File: src/hdl/svfa_pkg.sv
// Shared types, constants and the microcode program of the voice filter and amplifier.
// Depends on nothing; the datapath, the top level and the testbench refer to it by scoped names.
package svfa_pkg;

  // Fixed-point widths of the shared multiply-accumulate datapath.
  localparam int A_W   = 17;   // operand A: stores, clipped mix, or their difference
  localparam int B_W   = 9;    // operand B: a coefficient, signed or zero-extended
  localparam int P_W   = A_W + B_W;
  localparam int ACC_W = 28;
  localparam int Q_SH  = 7;    // every product sum is taken down by this many bits
  localparam int SH_W  = ACC_W - Q_SH;

  localparam logic signed [SH_W-1:0] CLIP_HI = SH_W'(127);
  localparam logic signed [SH_W-1:0] CLIP_LO = -SH_W'(127);
  localparam logic [7:0]             PWM_OFS = 8'd127;
  localparam logic [6:0]             HPF_ONE = 7'd127;

  // Configuration register indexes.
  localparam int CFG_IDX_W = 3;
  localparam logic [CFG_IDX_W-1:0] CFG_MODE     = 3'd0;
  localparam logic [CFG_IDX_W-1:0] CFG_CUTOFF   = 3'd1;
  localparam logic [CFG_IDX_W-1:0] CFG_FEEDBACK = 3'd2;
  localparam logic [CFG_IDX_W-1:0] CFG_HPF      = 3'd3;
  localparam logic [CFG_IDX_W-1:0] CFG_GAIN     = 3'd4;

  // Filter modes; every other code runs the bypass path.
  localparam logic [1:0] MODE_RESONANT = 2'd1;
  localparam logic [1:0] MODE_TWOSTAGE = 2'd2;

  // Microcode program addresses.
  localparam int UPC_W = 5;
  localparam logic [UPC_W-1:0] UA_DISPATCH = 5'd0;
  localparam logic [UPC_W-1:0] UA_RESONANT = 5'd1;
  localparam logic [UPC_W-1:0] UA_TWOSTAGE = 5'd9;
  localparam logic [UPC_W-1:0] UA_BYPASS   = 5'd16;
  localparam logic [UPC_W-1:0] UA_HIPASS   = 5'd17;

  typedef enum logic [2:0] {
    A_X, A_S1, A_S2, A_HP, A_DIFF
  } a_sel_e;

  typedef enum logic [2:0] {
    B_CUT, B_FB, B_HPF, B_HPF_CMP, B_GAIN
  } b_sel_e;

  typedef enum logic [1:0] {
    ACC_HOLD, ACC_LOAD, ACC_ADD, ACC_SUB
  } acc_op_e;

  typedef enum logic [2:0] {
    WB_NONE, WB_S1_ADD, WB_S1_SUB, WB_S2_ADD, WB_S2_SUB, WB_S2_X, WB_HP, WB_OUT
  } wb_e;

  typedef enum logic [1:0] {
    JMP_NEXT, JMP_MODE, JMP_GOTO, JMP_DONE
  } jump_e;

  // One control word. The accumulate operation works on the product issued by the
  // previous word; a write-back sees the accumulator value formed in the same step.
  typedef struct packed {
    logic             mul_en;
    a_sel_e           a_sel;
    b_sel_e           b_sel;
    acc_op_e          acc_op;
    wb_e              wb;
    jump_e            jump;
    logic [UPC_W-1:0] target;
  } ucode_t;

  typedef struct packed {
    logic signed [7:0] cutoff;
    logic signed [7:0] feedback;
    logic [6:0]        hpf;
    logic [7:0]        gain;
  } cfg_t;

  typedef struct packed {
    ucode_t uc;
    logic   step_en;
    logic   load_x;
    logic   clr_filt;
  } dp_ctrl_t;

  function automatic ucode_t uc_word(logic mul_en, a_sel_e a_sel, b_sel_e b_sel,
                                     acc_op_e acc_op, wb_e wb, jump_e jump,
                                     logic [UPC_W-1:0] target);
    ucode_t w;
    w.mul_en = mul_en;
    w.a_sel  = a_sel;
    w.b_sel  = b_sel;
    w.acc_op = acc_op;
    w.wb     = wb;
    w.jump   = jump;
    w.target = target;
    return w;
  endfunction

  // The program. Resonant lowpass:
  //   s1 += (x*c - s1*c + s1*r - s2*r) >> 7,  s2 += (s1*c - s2*c) >> 7.
  // Two-stage filter:
  //   s1 -= (s1*r - s2*c + x*c) >> 7,         s2 -= (s2*r + s1*c) >> 7.
  // Both, and the bypass path, then share the highpass and gain tail.
  function automatic ucode_t ucode_rom(logic [UPC_W-1:0] upc);
    ucode_t w;
    case (upc)
      5'd0:  w = uc_word(1'b0, A_X,    B_CUT,     ACC_HOLD, WB_NONE,   JMP_MODE, UA_DISPATCH);
      5'd1:  w = uc_word(1'b1, A_X,    B_CUT,     ACC_HOLD, WB_NONE,   JMP_NEXT, UA_DISPATCH);
      5'd2:  w = uc_word(1'b1, A_S1,   B_CUT,     ACC_LOAD, WB_NONE,   JMP_NEXT, UA_DISPATCH);
      5'd3:  w = uc_word(1'b1, A_S1,   B_FB,      ACC_SUB,  WB_NONE,   JMP_NEXT, UA_DISPATCH);
      5'd4:  w = uc_word(1'b1, A_S2,   B_FB,      ACC_ADD,  WB_NONE,   JMP_NEXT, UA_DISPATCH);
      5'd5:  w = uc_word(1'b0, A_X,    B_CUT,     ACC_SUB,  WB_S1_ADD, JMP_NEXT, UA_DISPATCH);
      5'd6:  w = uc_word(1'b1, A_S1,   B_CUT,     ACC_HOLD, WB_NONE,   JMP_NEXT, UA_DISPATCH);
      5'd7:  w = uc_word(1'b1, A_S2,   B_CUT,     ACC_LOAD, WB_NONE,   JMP_NEXT, UA_DISPATCH);
      5'd8:  w = uc_word(1'b0, A_X,    B_CUT,     ACC_SUB,  WB_S2_ADD, JMP_GOTO, UA_HIPASS);
      5'd9:  w = uc_word(1'b1, A_S1,   B_FB,      ACC_HOLD, WB_NONE,   JMP_NEXT, UA_DISPATCH);
      5'd10: w = uc_word(1'b1, A_S2,   B_CUT,     ACC_LOAD, WB_NONE,   JMP_NEXT, UA_DISPATCH);
      5'd11: w = uc_word(1'b1, A_X,    B_CUT,     ACC_SUB,  WB_NONE,   JMP_NEXT, UA_DISPATCH);
      5'd12: w = uc_word(1'b0, A_X,    B_CUT,     ACC_ADD,  WB_S1_SUB, JMP_NEXT, UA_DISPATCH);
      5'd13: w = uc_word(1'b1, A_S2,   B_FB,      ACC_HOLD, WB_NONE,   JMP_NEXT, UA_DISPATCH);
      5'd14: w = uc_word(1'b1, A_S1,   B_CUT,     ACC_LOAD, WB_NONE,   JMP_NEXT, UA_DISPATCH);
      5'd15: w = uc_word(1'b0, A_X,    B_CUT,     ACC_ADD,  WB_S2_SUB, JMP_GOTO, UA_HIPASS);
      5'd16: w = uc_word(1'b0, A_X,    B_CUT,     ACC_HOLD, WB_S2_X,   JMP_GOTO, UA_HIPASS);
      5'd17: w = uc_word(1'b1, A_S2,   B_HPF,     ACC_HOLD, WB_NONE,   JMP_NEXT, UA_DISPATCH);
      5'd18: w = uc_word(1'b1, A_HP,   B_HPF_CMP, ACC_LOAD, WB_NONE,   JMP_NEXT, UA_DISPATCH);
      5'd19: w = uc_word(1'b0, A_X,    B_CUT,     ACC_ADD,  WB_HP,     JMP_NEXT, UA_DISPATCH);
      5'd20: w = uc_word(1'b1, A_DIFF, B_GAIN,    ACC_HOLD, WB_NONE,   JMP_NEXT, UA_DISPATCH);
      5'd21: w = uc_word(1'b0, A_X,    B_CUT,     ACC_LOAD, WB_OUT,    JMP_DONE, UA_DISPATCH);
      default: w = uc_word(1'b0, A_X,  B_CUT,     ACC_HOLD, WB_NONE,   JMP_DONE, UA_DISPATCH);
    endcase
    return w;
  endfunction

  // Saturates a shifted accumulator value to -127..127.
  function automatic logic signed [7:0] clip127(logic signed [SH_W-1:0] v);
    logic signed [7:0] r;
    if (v > CLIP_HI) begin
      r = 8'sd127;
    end else if (v < CLIP_LO) begin
      r = -8'sd127;
    end else begin
      r = v[7:0];
    end
    return r;
  endfunction

endpackage

File: src/hdl/svfa_datapath.sv
// Datapath of the voice filter and amplifier: one shared multiplier, an accumulator,
// the filter and highpass stores and the output level register. Uses svfa_pkg.
module svfa_datapath (
  input  logic                  clk_i,
  input  logic                  rst_ni,
  input  svfa_pkg::dp_ctrl_t    ctrl_i,
  input  svfa_pkg::cfg_t        cfg_i,
  input  logic signed [9:0]     mix_sum_i,
  output logic [7:0]            pwm_level_o
);

  logic signed [7:0]                       x_q;
  logic signed [15:0]                      s1_q, s1_d;
  logic signed [7:0]                       s2_q, s2_d;
  logic signed [15:0]                      hp_q, hp_d;
  logic signed [svfa_pkg::P_W-1:0]         prod_q;
  logic signed [svfa_pkg::ACC_W-1:0]       acc_q, acc_d;
  logic [7:0]                              pwm_q, pwm_d;

  logic signed [8:0]                       half;
  logic signed [7:0]                       x_d;
  logic signed [svfa_pkg::A_W-1:0]         op_a, diff;
  logic signed [svfa_pkg::B_W-1:0]         op_b;
  logic signed [svfa_pkg::P_W-1:0]         prod;
  logic signed [svfa_pkg::SH_W-1:0]        sh;
  logic signed [15:0]                      s2_wide, s2_sum;
  logic signed [7:0]                       y;

  // Halve with floor, then clip the mix.
  assign half = mix_sum_i[9:1];
  assign x_d  = svfa_pkg::clip127({{(svfa_pkg::SH_W - 9){half[8]}}, half});

  assign diff = {{9{s2_q[7]}}, s2_q} - {hp_q[15], hp_q};

  always_comb begin
    case (ctrl_i.uc.a_sel)
      svfa_pkg::A_X:    op_a = {{9{x_q[7]}}, x_q};
      svfa_pkg::A_S1:   op_a = {s1_q[15], s1_q};
      svfa_pkg::A_S2:   op_a = {{9{s2_q[7]}}, s2_q};
      svfa_pkg::A_HP:   op_a = {hp_q[15], hp_q};
      svfa_pkg::A_DIFF: op_a = diff;
      default:          op_a = '0;
    endcase
  end

  always_comb begin
    case (ctrl_i.uc.b_sel)
      svfa_pkg::B_CUT:     op_b = {cfg_i.cutoff[7], cfg_i.cutoff};
      svfa_pkg::B_FB:      op_b = {cfg_i.feedback[7], cfg_i.feedback};
      svfa_pkg::B_HPF:     op_b = {2'b00, cfg_i.hpf};
      svfa_pkg::B_HPF_CMP: op_b = {2'b00, svfa_pkg::HPF_ONE - cfg_i.hpf};
      svfa_pkg::B_GAIN:    op_b = {1'b0, cfg_i.gain};
      default:             op_b = '0;
    endcase
  end

  assign prod = op_a * op_b;

  always_comb begin
    case (ctrl_i.uc.acc_op)
      svfa_pkg::ACC_LOAD: acc_d = {{2{prod_q[svfa_pkg::P_W-1]}}, prod_q};
      svfa_pkg::ACC_ADD:  acc_d = acc_q + {{2{prod_q[svfa_pkg::P_W-1]}}, prod_q};
      svfa_pkg::ACC_SUB:  acc_d = acc_q - {{2{prod_q[svfa_pkg::P_W-1]}}, prod_q};
      default:            acc_d = acc_q;
    endcase
  end

  // Floor shift by the Q7 scale; the stores take only its low 16 bits, and s2 is then clipped.
  assign sh      = acc_d[svfa_pkg::ACC_W-1:svfa_pkg::Q_SH];
  assign s2_wide = {{8{s2_q[7]}}, s2_q};
  assign s2_sum  = (ctrl_i.uc.wb == svfa_pkg::WB_S2_SUB) ? s2_wide - sh[15:0]
                                                         : s2_wide + sh[15:0];
  assign y       = svfa_pkg::clip127(sh);

  always_comb begin
    s1_d  = s1_q;
    s2_d  = s2_q;
    hp_d  = hp_q;
    pwm_d = pwm_q;
    case (ctrl_i.uc.wb)
      svfa_pkg::WB_S1_ADD: s1_d = s1_q + sh[15:0];
      svfa_pkg::WB_S1_SUB: s1_d = s1_q - sh[15:0];
      svfa_pkg::WB_S2_ADD,
      svfa_pkg::WB_S2_SUB: s2_d = svfa_pkg::clip127({{(svfa_pkg::SH_W - 16){s2_sum[15]}},
                                                     s2_sum});
      svfa_pkg::WB_S2_X:   s2_d = x_q;
      svfa_pkg::WB_HP:     hp_d = sh[15:0];
      svfa_pkg::WB_OUT:    pwm_d = y + svfa_pkg::PWM_OFS;
      default: begin
      end
    endcase
  end

  always_ff @(posedge clk_i or negedge rst_ni) begin
    if (!rst_ni) begin
      s1_q <= '0;
      s2_q <= '0;
      hp_q <= '0;
    end else if (ctrl_i.clr_filt) begin
      s1_q <= '0;
      s2_q <= '0;
    end else if (ctrl_i.step_en) begin
      s1_q <= s1_d;
      s2_q <= s2_d;
      hp_q <= hp_d;
    end
  end

  always_ff @(posedge clk_i) begin
    if (ctrl_i.load_x) begin
      x_q <= x_d;
    end
    if (ctrl_i.step_en && ctrl_i.uc.mul_en) begin
      prod_q <= prod;
    end
    if (ctrl_i.step_en) begin
      acc_q <= acc_d;
      pwm_q <= pwm_d;
    end
  end

  assign pwm_level_o = pwm_q;

endmodule

File: src/hdl/synth_voice_filter_amp.sv
// Top level of the voice filter and amplifier: microcode sequencer, configuration
// registers and output handshake. Uses svfa_pkg and svfa_datapath.
//
//   channel   direction  handshake                  payload
//   input     in         in_valid_i / in_stall_o    mix_sum_i
//   output    out        out_valid_o / out_stall_i  pwm_level_o
//   config    in         cfg_valid_i / cfg_ready_o  cfg_index_i, cfg_data_i
//
// After a request is accepted the sequencer runs the dispatch step, the program of the mode
// and the shared highpass and gain tail; the next request is taken only once it is idle again.
// The single shared multiplier, one product per cycle while no step is held, sets each pass's length.
// Reset clears the configuration, the filter and highpass stores and the sequencer.
// A result waits in the output register while the next request is being worked on;
// only the final step holds while the previous result is still stalled.
module synth_voice_filter_amp (
  input  logic                                 clk_i,
  input  logic                                 rst_ni,
  input  logic                                 in_valid_i,
  output logic                                 in_stall_o,
  input  logic signed [9:0]                    mix_sum_i,
  output logic                                 out_valid_o,
  input  logic                                 out_stall_i,
  output logic [7:0]                           pwm_level_o,
  input  logic                                 cfg_valid_i,
  output logic                                 cfg_ready_o,
  input  logic [svfa_pkg::CFG_IDX_W-1:0]       cfg_index_i,
  input  logic [7:0]                           cfg_data_i
);

  typedef enum logic [1:0] {
    ST_IDLE = 2'b01,
    ST_RUN  = 2'b10
  } seq_state_e;

  seq_state_e                   state_q, state_d;
  logic [svfa_pkg::UPC_W-1:0]   upc_q, upc_d;
  logic [svfa_pkg::UPC_W-1:0]   mode_target;
  logic                         out_valid_q, out_valid_d;

  logic [1:0]                   mode_q;
  svfa_pkg::cfg_t               cfg_q;

  svfa_pkg::ucode_t             uc;
  svfa_pkg::dp_ctrl_t           dp_ctrl;
  logic                         in_accept;
  logic                         cfg_we;
  logic                         out_hold;
  logic                         step_en;

  assign in_stall_o  = (state_q != ST_IDLE);
  assign in_accept   = in_valid_i && !in_stall_o;
  assign cfg_ready_o = (state_q == ST_IDLE);
  assign cfg_we      = cfg_valid_i && cfg_ready_o;

  // The control word for the current step comes straight from the program table.
  assign uc = svfa_pkg::ucode_rom(upc_q);

  // The output write waits until the previous result has left the output register.
  assign out_hold = (uc.wb == svfa_pkg::WB_OUT) && out_valid_q && out_stall_i;
  assign step_en  = (state_q == ST_RUN) && !out_hold;

  // The dispatch step jumps to the program of the selected filter mode.
  always_comb begin
    case (mode_q)
      svfa_pkg::MODE_RESONANT: mode_target = svfa_pkg::UA_RESONANT;
      svfa_pkg::MODE_TWOSTAGE: mode_target = svfa_pkg::UA_TWOSTAGE;
      default:                 mode_target = svfa_pkg::UA_BYPASS;
    endcase
  end

  always_comb begin
    state_d = state_q;
    upc_d   = upc_q;
    case (state_q)
      ST_IDLE: begin
        if (in_accept) begin
          state_d = ST_RUN;
          upc_d   = svfa_pkg::UA_DISPATCH;
        end
      end
      ST_RUN: begin
        if (step_en) begin
          case (uc.jump)
            svfa_pkg::JMP_NEXT: upc_d = upc_q + 1'b1;
            svfa_pkg::JMP_MODE: upc_d = mode_target;
            svfa_pkg::JMP_GOTO: upc_d = uc.target;
            svfa_pkg::JMP_DONE: begin
              state_d = ST_IDLE;
              upc_d   = svfa_pkg::UA_DISPATCH;
            end
            default: upc_d = svfa_pkg::UA_DISPATCH;
          endcase
        end
      end
      default: begin
        state_d = ST_IDLE;
        upc_d   = svfa_pkg::UA_DISPATCH;
      end
    endcase
  end

  // Output register valid: set by the final step, cleared when the result is taken.
  always_comb begin
    out_valid_d = out_valid_q;
    if (step_en && (uc.wb == svfa_pkg::WB_OUT)) begin
      out_valid_d = 1'b1;
    end else if (!out_stall_i) begin
      out_valid_d = 1'b0;
    end
  end

  always_ff @(posedge clk_i or negedge rst_ni) begin
    if (!rst_ni) begin
      state_q     <= ST_IDLE;
      upc_q       <= svfa_pkg::UA_DISPATCH;
      out_valid_q <= 1'b0;
    end else begin
      state_q     <= state_d;
      upc_q       <= upc_d;
      out_valid_q <= out_valid_d;
    end
  end

  // Configuration registers. Writes to indexes past the last register are dropped.
  always_ff @(posedge clk_i or negedge rst_ni) begin
    if (!rst_ni) begin
      mode_q <= '0;
      cfg_q  <= '0;
    end else if (cfg_we) begin
      case (cfg_index_i)
        svfa_pkg::CFG_MODE:     mode_q         <= cfg_data_i[1:0];
        svfa_pkg::CFG_CUTOFF:   cfg_q.cutoff   <= cfg_data_i;
        svfa_pkg::CFG_FEEDBACK: cfg_q.feedback <= cfg_data_i;
        svfa_pkg::CFG_HPF:      cfg_q.hpf      <= cfg_data_i[6:0];
        svfa_pkg::CFG_GAIN:     cfg_q.gain     <= cfg_data_i;
        default: begin
        end
      endcase
    end
  end

  // Switching to a different filter mode starts both filter stores from zero.
  assign dp_ctrl.uc       = uc;
  assign dp_ctrl.step_en  = step_en;
  assign dp_ctrl.load_x   = in_accept;
  assign dp_ctrl.clr_filt = cfg_we && (cfg_index_i == svfa_pkg::CFG_MODE) &&
                            (cfg_data_i[1:0] != mode_q);

  svfa_datapath u_datapath (
    .clk_i       (clk_i),
    .rst_ni      (rst_ni),
    .ctrl_i      (dp_ctrl),
    .cfg_i       (cfg_q),
    .mix_sum_i   (mix_sum_i),
    .pwm_level_o (pwm_level_o)
  );

  assign out_valid_o = out_valid_q;

endmodule

File: config.mk
export PLATFORM = sky130hd
export DESIGN_NAME = synth_voice_filter_amp
export DESIGN_NICKNAME = d
export VERILOG_FILES = /design/src/hdl/svfa_pkg.sv /design/src/hdl/svfa_datapath.sv /design/src/hdl/synth_voice_filter_amp.sv
export SDC_FILE = /design/constraint.sdc
export NUM_CORES = 1
export LEC_CHECK = 0
export BUFFER_PORTS_ARGS = -buffer_cell sky130_fd_sc_hd__clkbuf_2
export CAP_MARGIN = 20
export CORE_ASPECT_RATIO = 1.75
export CORE_UTILIZATION = 55
export DETAILED_ROUTE_END_ITERATION = 12
export PLACE_DENSITY = 0.74
export SLEW_MARGIN = 20
export SYNTH_ARGS = -nofsm -noshare
export SYNTH_HDL_FRONTEND = slang
export SYNTH_SLANG_ARGS = --single-unit
File: constraint.sdc
create_clock -name clk_i -period 7.6 [get_ports clk_i]
set_input_delay 0.38 -clock clk_i [delete_from_list [all_inputs] [get_ports clk_i]]
set_output_delay 0.38 -clock clk_i [all_outputs]
set_load 0.02 [all_outputs]
### After elaboration in Yosys (flattened, before gate mapping)

Memory sizes are Yosys's and may differ from the RTL's.
Cells that the tools add are included.

| operators by class | value |
|---|---|
| add/sub/neg operators | 10 |
| multiply operators | 1 |
| order comparisons | 6 |
| equality and inequality tests | 35 |
| mux-type cells | 26 |
| bitwise logic cells | 1 |
| reduce and logical (&&, ||, !) cells | 33 |

Operator list:

| cell | number |
|---|---|
| $pmux W17 S5 | 1 |
| $pmux W28 S3 | 1 |
| $mux W8 | 7 |
| $mux W16 | 3 |
| $pmux W9 S5 | 1 |
| $add A16 B16 Y16 | 2 |
| $pmux W16 S2 | 1 |
| $sub A16 B16 Y16 | 2 |
| $add A28 B28 Y28 | 1 |
| $sub A28 B28 Y28 | 1 |
| $mul A17 B9 Y26 | 1 |
| $eq A3 B2 Y1 const B | 8 |
| $eq A3 B3 Y1 const B | 7 |
| $gt A21 B8 Y1 const B | 1 |
| $lt A21 B8 Y1 const B | 1 |
| $pmux W5 S2 | 2 |
| $pmux W5 S4 | 1 |
| $reduce_and A2 Y1 | 10 |
| $sub A8 B16 Y17 | 1 |
| $gt A16 B8 Y1 const B | 1 |
| $lt A16 B8 Y1 const B | 1 |
| $pmux W8 S2 | 1 |
| $eq A2 B2 Y1 const B | 6 |
| $eq A3 B1 Y1 const B | 4 |
| other kinds (22) | 47 |

| word-level totals | value |
|---|---|
| bits in registers | 151 |
| memory bits (read-only) | 512 |
| output and inout port bits | 11 |
| logic and storage cells | 130 |
| memories | 1 |

Memory list:

| name | depth | bits a word | read ports | clocked after memory_dff | write ports | line | text |
|---|---|---|---|---|---|---|---|
| (no name shown) | 32 | 16 | 1 | 0 | 0 | svfa_pkg.sv:105 | `case (upc)` |

### Logic depth before layout (Yosys ltp)

Gate-level depths: netlist (run 1).
An unclocked memory read counts as a cell.

| logic depth | value |
|---|---|
| depth after elaboration | 11 |
| gate-level depth with buffers | 40 |

### Cells and area by module

Synthesis (run 1) repeated with hierarchy kept, for this count alone.

| unflattened totals | value |
|---|---|
| cells, all modules | 2052 |
| area total of the unflattened synthesis | 18082.3 um^2 |

Modules (own cells, without submodules):

| module | instances | cells an instance | area an instance (um^2) | seq. area each (um^2) |
|---|---|---|---|---|
| svfa_datapath | 1 | 1843 | 15849.0 | 3103.0 |
| synth_voice_filter_amp | 1 | 209 | 2233.4 | 1027.2 |

### Worst setup path after synthesis (run 1)

OpenSTA, ideal clock, no wires.

| path | value |
|---|---|
| path kind | flip-flop to flip-flop |
| from | register upc_q[0] in the netlist's numbering |
| to | register u_datapath.prod_q[25] in the netlist's numbering, data pin |
| data arrival time | 7.757 ns |
| slack | -0.421 ns |
| stages on the path, launching flop included | 32 |
| buffers on the path | 2 |
| path through | dfrtp_1 inv_1 ha_1 nor3_1 a21oi_1 o21ai_0 clkbuf_1 buf_1 mux4_2 a22oi_1 nor2_1 fa_1 inv_1 fa_1 inv_1 fa_1 fa_1 inv_1 fa_1 inv_1 ha_1 a21oi_1 o21bai_1 a21oi_1 o21bai_1 a21oi_1 o21ai_0 or3_1 a21oi_1 nor4_1 a211oi_1 xnor2_1 |

| between the ends | value |
|---|---|
| cells in the longest elaborated chain, start to end | 4 |

RTL lines:

| element | line | text |
|---|---|---|
| start, declared | synth_voice_filter_amp.sv:36 | `logic [svfa_pkg::UPC_W-1:0] upc_q, upc_d;` |
| start signal, assigned | synth_voice_filter_amp.sv:115 | `upc_q <= svfa_pkg::UA_DISPATCH;` |
| start signal, assigned | synth_voice_filter_amp.sv:119 | `upc_q <= upc_d;` |
| $mem_v2 Z32 W16 (*) | n/a |  |
| $eq A3 B3 Y1 (tied with other cells) | svfa_datapath.sv:36 | `case (ctrl_i.uc.a_sel)` |
| $pmux W17 S5 or $pmux W9 S5 (tied branches) | svfa_datapath.sv:36, svfa_datapath.sv:47 |  |
| $mul A17 B9 Y26 (*) | svfa_datapath.sv:57 | `assign prod = op_a * op_b;` |
| named net u_datapath.prod (one bit) | svfa_datapath.sv:24 | `logic signed [svfa_pkg::P_W-1:0] prod;` |
| end signal, assigned | svfa_datapath.sv:114 | `prod_q <= prod;` |
| end, declared | svfa_datapath.sv:16 | `logic signed [svfa_pkg::P_W-1:0] prod_q;` |

Mark *: on every way through the listed nets, which the timed path passes. The rest lies on a longest branch.
A chain may end at the register's enable or synchronous reset.

### Worst setup path in the final report (run 1)

| path | value |
|---|---|
| from | register upc_q[1] in the netlist's numbering |
| to | register u_datapath.prod_q[20] in the netlist's numbering, data pin |

Same word-level chain as after synthesis.

==> impl.org, run 1 <==
** Synthesis
- Post-Synthesis Cell Area :: 0.0177 mm²
- Post-synthesis cell count :: 1991
- Count of distinct cell types in the synthesized netlist :: 107
- The share of the Yosys chip area taken by registers is 23.4%.
- Counting every net in the synthesized netlist gives 2289.
- Yosys printed 0 warnings.
- Number of enable flip-flop cells after synthesis :: 70
- Top_reg_cell synth :: sky130_fd_sc_hd__dfrtp_1
- Of all flip-flops after synthesis, the portion carrying an async set or reset was 53.6%.
- Averaged over all synthesized cells, the footprint is 8.87 µm².
- Flop and latch count out of synthesis :: 151

** Finish
- Compared with the post-synthesis result, the final layout area differs by 20.0%.
- In the layout the commonest cells are sky130_fd_sc_hd__nand2_1, sky130_fd_sc_hd__buf_4, sky130_fd_sc_hd__inv_1, sky130_fd_sc_hd__nor2_1, sky130_fd_sc_hd__fa_1.
- Once layout is done, the placed cells without fillers occupy 0.0212 mm².
- Final layout net count :: 2517
- The number of antenna diodes in the final layout is 0.
- The post-route netlist has 23.1% of its cells at a drive strength greater than 1.
- The finished layout holds 2627 standard cells, fillers aside.
- Leading cell type in the layout, fill and taps excluded :: sky130_fd_sc_hd__nand2_1
- The filler cells instantiated in the layout total 2555.

** Floorplan
- For this configuration, the core starts out at a cell density of 56.0%.
- Die area :: 0.0329 mm²
- Floorplan Core Area :: 0.0315 mm²
- After floorplanning, the core was divided into 86 placement rows.
- Die Y-Extent :: 239 µm
- Pin placement for this block handled 37 I/O pins.
- From left edge to right edge, the die measures 137 µm.

** Placed design
- During placement, the flow inserted port buffers numbering 35.
- Cell area after placement :: 0.0196 mm²
- The congestion estimate from routability-driven global placement came to 0.988.
- Worst slack, placed :: -0.397 ns
- Cell Count Post-Placement :: 2549
- Placed wire-length estimate after detailed placement :: 42.8 mm

** STA
- Clock skew on the completed layout was measured at 0.0147 ns.
- Static timing analysis puts the maximum clock frequency at 134 MHz.
- The final hold violation count is 0.
- The final critical path takes up 98.5% of the cycle.
- Post-route setup slack :: 0.113 ns
- Final setup viols :: 0
- For the pin with the worst max-slew slack, the measured transition is 1.03 ns.
- Number of slew-limit violations in the final report :: 0
- In this run the tightest slew margin relative to its limit is 31.5%.
- The routed design could run at a clock period as short as 7.49 ns.
- RSZ-0062 raised after global routing :: true

** Clocking
- Number of buffers created by CTS :: 17
- The tree built by TritonCTS fans out to 151 sinks.
- CTS tree :: built
- The later pin in the worst-skew pair is clocked with a latency of 0.45 ns.
- Clock-pin slew was measured on the worst setup and hold paths at 0.07 ns.
- The tree is rooted in a sky130_fd_sc_hd__clkbuf_16.
- Number of buffers on the longest clock path :: 2
- The H-tree was split into 4 levels.

** Route
- Routed length per instance :: 20.8 µm
- The routed layout has 16192 vias.
- Using the TritonRoute via totals, the vias-per-cell ratio works out to 6.16.
- DRC :: 0
- First-pass detailed-route iteration total :: 6
- The count of nets left with antenna violations once routing finished came out at 0.
- Detailed Route WL :: 54.7 mm
- Iteration-0 DRC Markers :: 972

** Setup path
- Of all nets on the critical path, the largest fanout is 8.
- The worst setup path is launched from a flip-flop.
- At the worst endpoint, the arrival time is 7.68 ns.
- Data required time of the worst path :: 7.79 ns
- STA classifies the critical path endpoint as a flip-flop.
- The worst setup path is of the reg -> reg kind.
- Library cell contributing the largest single delay on the critical path :: sky130_fd_sc_hd__fa_1
- In this design, the stage delay of the slowest critical-path cell is 0.54 ns.

** GRT
- The number of global-route vias before repair came to 16499.
- Antenna violations before repair :: 0
- Wire length of the first global-routing pass :: 85.5 mm
- Pin count of the biggest net entering global routing :: 47
- Sum of overflow across all layers after global routing :: 0
- In the global route stage, overall resource usage came out at 34.7%.

** Job
- MaxCap Viol Count :: 0

** Status
- The flow ran to the end, and the final reports show no timing, DRC or antenna violations.

** Min path
- Worst Hold Class :: in -> reg
==> state kept, by name (all words and copies together) (netlist names) <==
| signal | cells |
|---|---|
| u_datapath.s2_q | 8 |
| out_valid_o | 1 |
| u_datapath.prod_q | 26 |
| u_datapath.hp_q | 16 |
| u_datapath.x_q | 8 |
| u_datapath.s1_q | 16 |
| upc_q | 5 |
| u_datapath.pwm_level_o | 8 |
| state_q | 2 |
| cfg_q | 31 |
| mode_q | 2 |
| u_datapath.acc_q | 28 |
==> layer usage <==
| metal | global-route usage (%) | vias to the layer above | wire (µm) |
|---|---|---|---|
| li1 | - | 7393 | - |
| met1 | 35.8 | 7918 | 18800 |
| met2 | 61.0 | 623 | 28400 |
| met3 | 5.49 | 258 | 2740 |
| met4 | 27.6 | 0 | 4790 |
| met5 | 0 | - | 0 |
==> worst paths after layout <==
check                             from                     to  slack (ns)  depth (start not counted)
min reg2reg                  cfg_q[24]              cfg_q[24]        0.51                          1
max in group asynchronous       rst_ni    u_datapath.hp_q[12]        6.19                          3
min                        out_stall_i            out_valid_o        0.16                          2
max                           upc_q[1]  u_datapath.prod_q[20]        0.11                         32
max reg2reg                   upc_q[1]  u_datapath.prod_q[20]        0.11                         32
min in group asynchronous       rst_ni              cfg_q[23]        0.41                          2
==> cell families after synthesis <==
logic type | count (synthesis) | share of synthesized area [%]
AO/OA/AOI/OAI | 459 | 17.8
XOR/XNOR | 122 | 6.17
adder cells (fa/ha/maj) | 272 | 24.8
buffers and inverters | 272 | 6.09
flip-flops | 151 | 23.4
multiplexers | 66 | 4.40
AND/OR/NAND/NOR | 649 | 17.3
==> stage by stage <==
stage | setup TNS (ns) | hold slack, ns | utilization [%]
floorplan | -0.0454 | 0.0844 | -
global placement | -0.607 | 0.350 | 62.1
detailed placement | -2.43 | 0.354 | 62.1
CTS | -0.00602 | 0.150 | 64.5
global route | -0.754 | 0.164 | 67.2
finish | 0 | 0.162 | 67.2
==> worst max-delay path: cells and delay by family (launching register included) <==
family / cells / cell delay [ns]
muxes: 1 / 0.53
DFF: 1 / 0.42
and+or+nand+nor: 3 / 0.23
buffers and inverters: 7 / 0.89
AOI/OAI and AO/OA: 13 / 2.58
xor gates and xnor gates: 1 / 0.10
adders and majority gates: 7 / 2.46
==> area by class of cell <==
cell class | instances | area (µm²) | area share [%]
multi-input cells | 1568 | 13100 | 61.8
flip-flops and latches | 151 | 4130 | 19.5
repair buffers | 272 | 2070 | 9.78
inverters | 209 | 792 | 3.74
clock buffers | 24 | 519 | 2.45
well taps | 396 | 495 | 2.34
clock inverters | 7 | 80.1 | 0.378
==> synthesized netlist by cell type, drive strengths merged, types with 10 or more instances <==
master	n	area, µm²
mux2i	21	210
nor2	171	652
dfrtp	80	2000
a21boi	14	105
a211oi	13	97.6
nor4	11	87.6
xnor2	81	717
or2	12	75.1
and3	10	67.6
nand4	11	68.8
ha	141	1760
nor3	33	170
xor2	40	350
nand2	237	890
clkbuf	40	150
mux2	40	454
nand3	44	230
o21a	18	135
and2	17	109
o21ai	106	546
a21o	31	233
o31ai	19	148
o211ai	12	95.1
or3	17	106
nor2b	23	144
edfxtp	70	2100
fa	131	2620
buf	23	140
inv	209	785
a31oi	17	149
nand2b	40	250
a21oi	123	627
==> repair_timing <==
action	in CTS	in global routing
buffers inserted	13	34
pin swaps	9	74
endpoints found under the hold margin	35	0
resized for setup	18	144
endpoints found under the setup margin	17	21
hold buffers	1	0
Power of run 1 is left out: the tool's default activity adds up to more than one toggle a clock period on the data nets, which glitch-free logic cannot reach.
==> inputs of run 2 (changes only) <==
--- a/config.mk
+++ b/config.mk
@@ -11,6 +11,7 @@
 export CORE_UTILIZATION = 55
 export DETAILED_ROUTE_END_ITERATION = 12
 export PLACE_DENSITY = 0.74
+export RECOVER_POWER = 25
 export SLEW_MARGIN = 20
 export SYNTH_ARGS = -nofsm -noshare
 export SYNTH_HDL_FRONTEND = slang
==> impl.org, run 2 (synthesis gave the netlist of run 1 again) <==
** Status
- Status :: complete, but fails checks
- The final reports fail on capacitance limit, slew limit.

** Clocking
- Clock sink count :: 151 (unchanged)
- TritonCTS built the clock tree.
- The number of levels the H-tree was split into is 4 (unchanged).
- The worst-skew pair later-pin latency came to 0.45 ns (about the same).
- The number of buffers inserted during clock tree synthesis came to 17 (unchanged).
- The clock slew seen by the registers of the worst setup and hold paths was 0.07 ns (about the same).
- The buffer levels on the longest clock path is 2 (unchanged).
- The tree is rooted in a sky130_fd_sc_hd__clkbuf_16.

** Finish
- Leading cell type in the layout, fill and taps excluded :: sky130_fd_sc_hd__nand2_1
- Area added between synthesis and finish :: 19.9%
- The proportion of layout cells with a drive suffix above 1 is 22.5% (-0.67 points).
- The cell area after layout was 0.0212 mm² (-0.11%).
- Reg with most FFs :: cfg_q
- Ant. Diodes :: 0 (unchanged)
- Leaving out fill and tap cells, the most frequent cells in the layout are sky130_fd_sc_hd__nand2_1, sky130_fd_sc_hd__buf_4, sky130_fd_sc_hd__inv_1, sky130_fd_sc_hd__nor2_1, sky130_fd_sc_hd__fa_1.
- In the final layout, the registers with the most flip-flops are cfg_q: 31 flops, u_datapath.acc_q: 28 flops, u_datapath.prod_q: 26 flops.
- The flip-flop count of the largest register after layout is 31 (unchanged).
- The final layout net count is 2517 (unchanged).

** Route
- Iteration-0 DRC Markers :: 1057 (+8.7%)
- Count of vias placed by the detailed router :: 16236 (+0.27%)
- The routed wire length came to 54.8 mm (+0.14%).
- The first-pass iteration count of the detailed router came to 6 (unchanged).
- Routed length per instance :: 20.9 µm (+0.14%)
- Vias per std cell :: 6.18 (+0.27%)
- Residual antenna-violating net count after detailed routing :: 0 (unchanged)
- DRC :: 0 (unchanged)

** Setup path
- Capturing element type of the critical path :: flip-flop
- Data required time of the worst path :: 7.79 ns (about the same)
- Library cell contributing the largest single delay on the critical path :: sky130_fd_sc_hd__mux4_2
- Data arrival time at the worst-slack endpoint :: 7.67 ns (about the same)
- STA classifies the critical path startpoint as a flip-flop.
- The biggest fanout along the worst timing path is 8 (unchanged).
- Worst Path Class, Setup :: reg -> reg
- The largest stage delay on the critical path is 0.54 ns (about the same).

** Floorplan
- Effective utilization at floorplan :: 56.0% (unchanged)
- The floorplan die width came to 137 µm (unchanged).
- The top-level port count came to 37 (unchanged).
- The cell row count came to 86 (unchanged).
- The die area came to 0.0329 mm² (unchanged).
- The placeable core area came to 0.0315 mm² (unchanged).
- The height of the die came to 239 µm (unchanged).

** STA
- Final Critical Period :: 7.48 ns (-0.0110 ns)
- RSZ-0062 raised after global routing :: true
- The headroom to the max-slew limit came to -73.4% (-100 points).
- Final setup viols :: 0 (unchanged)
- The final worst setup slack is 0.124 ns (+0.0110 ns).
- Top achievable clock speed :: 134 MHz (+0.15%)
- Setup TNS :: 0 ns (unchanged)
- Worst slew pin tran :: 2.60 ns (+1.57 ns)
- Final Hold Viols :: 0 (unchanged)
- Worst Hold Slack :: 0.161 ns (-0.000849 ns)
- Worst Clk Skew :: 0.0152 ns (+0.000531 ns)
- The final worst-path cycle share is 98.4% (-0.15 points).
- The total count of max-transition violations in the final report is 84 (+84).

** Placed design
- Port Buf Inserts :: 35 (unchanged)
- The total cell area at the placement stage is 0.0196 mm² (unchanged).
- The worst setup slack before clock tree synthesis is -0.397 ns (unchanged).
- Last weighted congestion value of the routability-driven placer :: 0.988 (unchanged)
- The sum of net half-perimeters after detailed placement came to 42.8 mm (unchanged).

** GRT
- The number of global-route vias before repair was 16499 (unchanged).
- The first-pass GRT wire length was 85.5 mm (unchanged).
- The initial antenna violation count is 0 (unchanged).
- The global-route congestion overflow total came to 0 (unchanged).
- Combined global-route utilization of all metal layers :: 34.7% (unchanged)
- Pin count of the biggest net entering global routing :: 47 (unchanged)

** Min path
- Worst Hold Class :: in -> reg

** Job
- The number of violations of the max-capacitance limit came to 2 (+2).
## run 2: changes by cell type in the layout (fill, tap and decap cells not counted), sizes merged
cell	before	now
clkbuf	58	60
buf	237	235
## run 2: timing repair
action | CTS | global route
hold endpoints to repair | 35 | 0
endpoints found under the setup margin | 17 | 21
hold buffers | 1 | 0
resized for setup | 18 | 144
pin swaps | 9 | 74
buffers inserted | 13 | 34
## run 2: layout make-up
| cell class | count | area (µm²) |
|---|---|---|
| Clock buffer | 24 | 519 |
| Clock inverter | 7 | 80.1 |
| Fill cell | 2561 | 10400 |
| Inverter | 209 | 792 |
| Multi-Input combinational cell | 1568 | 13100 |
| Sequential cell | 151 | 4130 |
| Tap cell | 396 | 495 |
| Timing Repair Buffer | 272 | 2050 |
## run 2: critical path, delay by kind of cell, from the launching register on
family                     cells  cell delay, ns
buffers and inverters          7            0.88
muxes                          1            0.54
xor gates and xnor gates       1            0.10
adders and majority gates      7            2.46
DFF                            1            0.42
and+or+nand+nor                3            0.23
AOI/OAI and AO/OA             13            2.58
## run 2: metrics by stage
stage	instances	util (%)
floorplan	1991	-
detailed placement	2549	62.1
finish	2627	67.1
CTS	2594	64.5
global route	2627	67.1
global placement	2549	62.1
## run 2: final timing paths
path	startpoint	endpoint	slack [ns]	depth (start not counted)
max reg2reg	upc_q[1]	u_datapath.prod_q[20]	0.12	32
min	out_stall_i	out_valid_o	0.16	2
max in group asynchronous	rst_ni	u_datapath.hp_q[12]	3.38	3
min in group asynchronous	rst_ni	cfg_q[23]	0.98	2
max	upc_q[1]	u_datapath.prod_q[20]	0.12	32
min reg2reg	cfg_q[25]	cfg_q[25]	0.51	1
## run 2: metal layers
metal  share of wire (%)  wire [µm]  global-route usage, %  vias up
met5                   0          0                      0        -
met4                 8.5       4680                   27.6        0
met3                 5.2       2850                   5.49      250
met2                  52      28500                   61.0      661
met1                  34      18800                   35.8     7942
li1                    -          -                      -     7383
Power of run 2 is left out for the same reason.
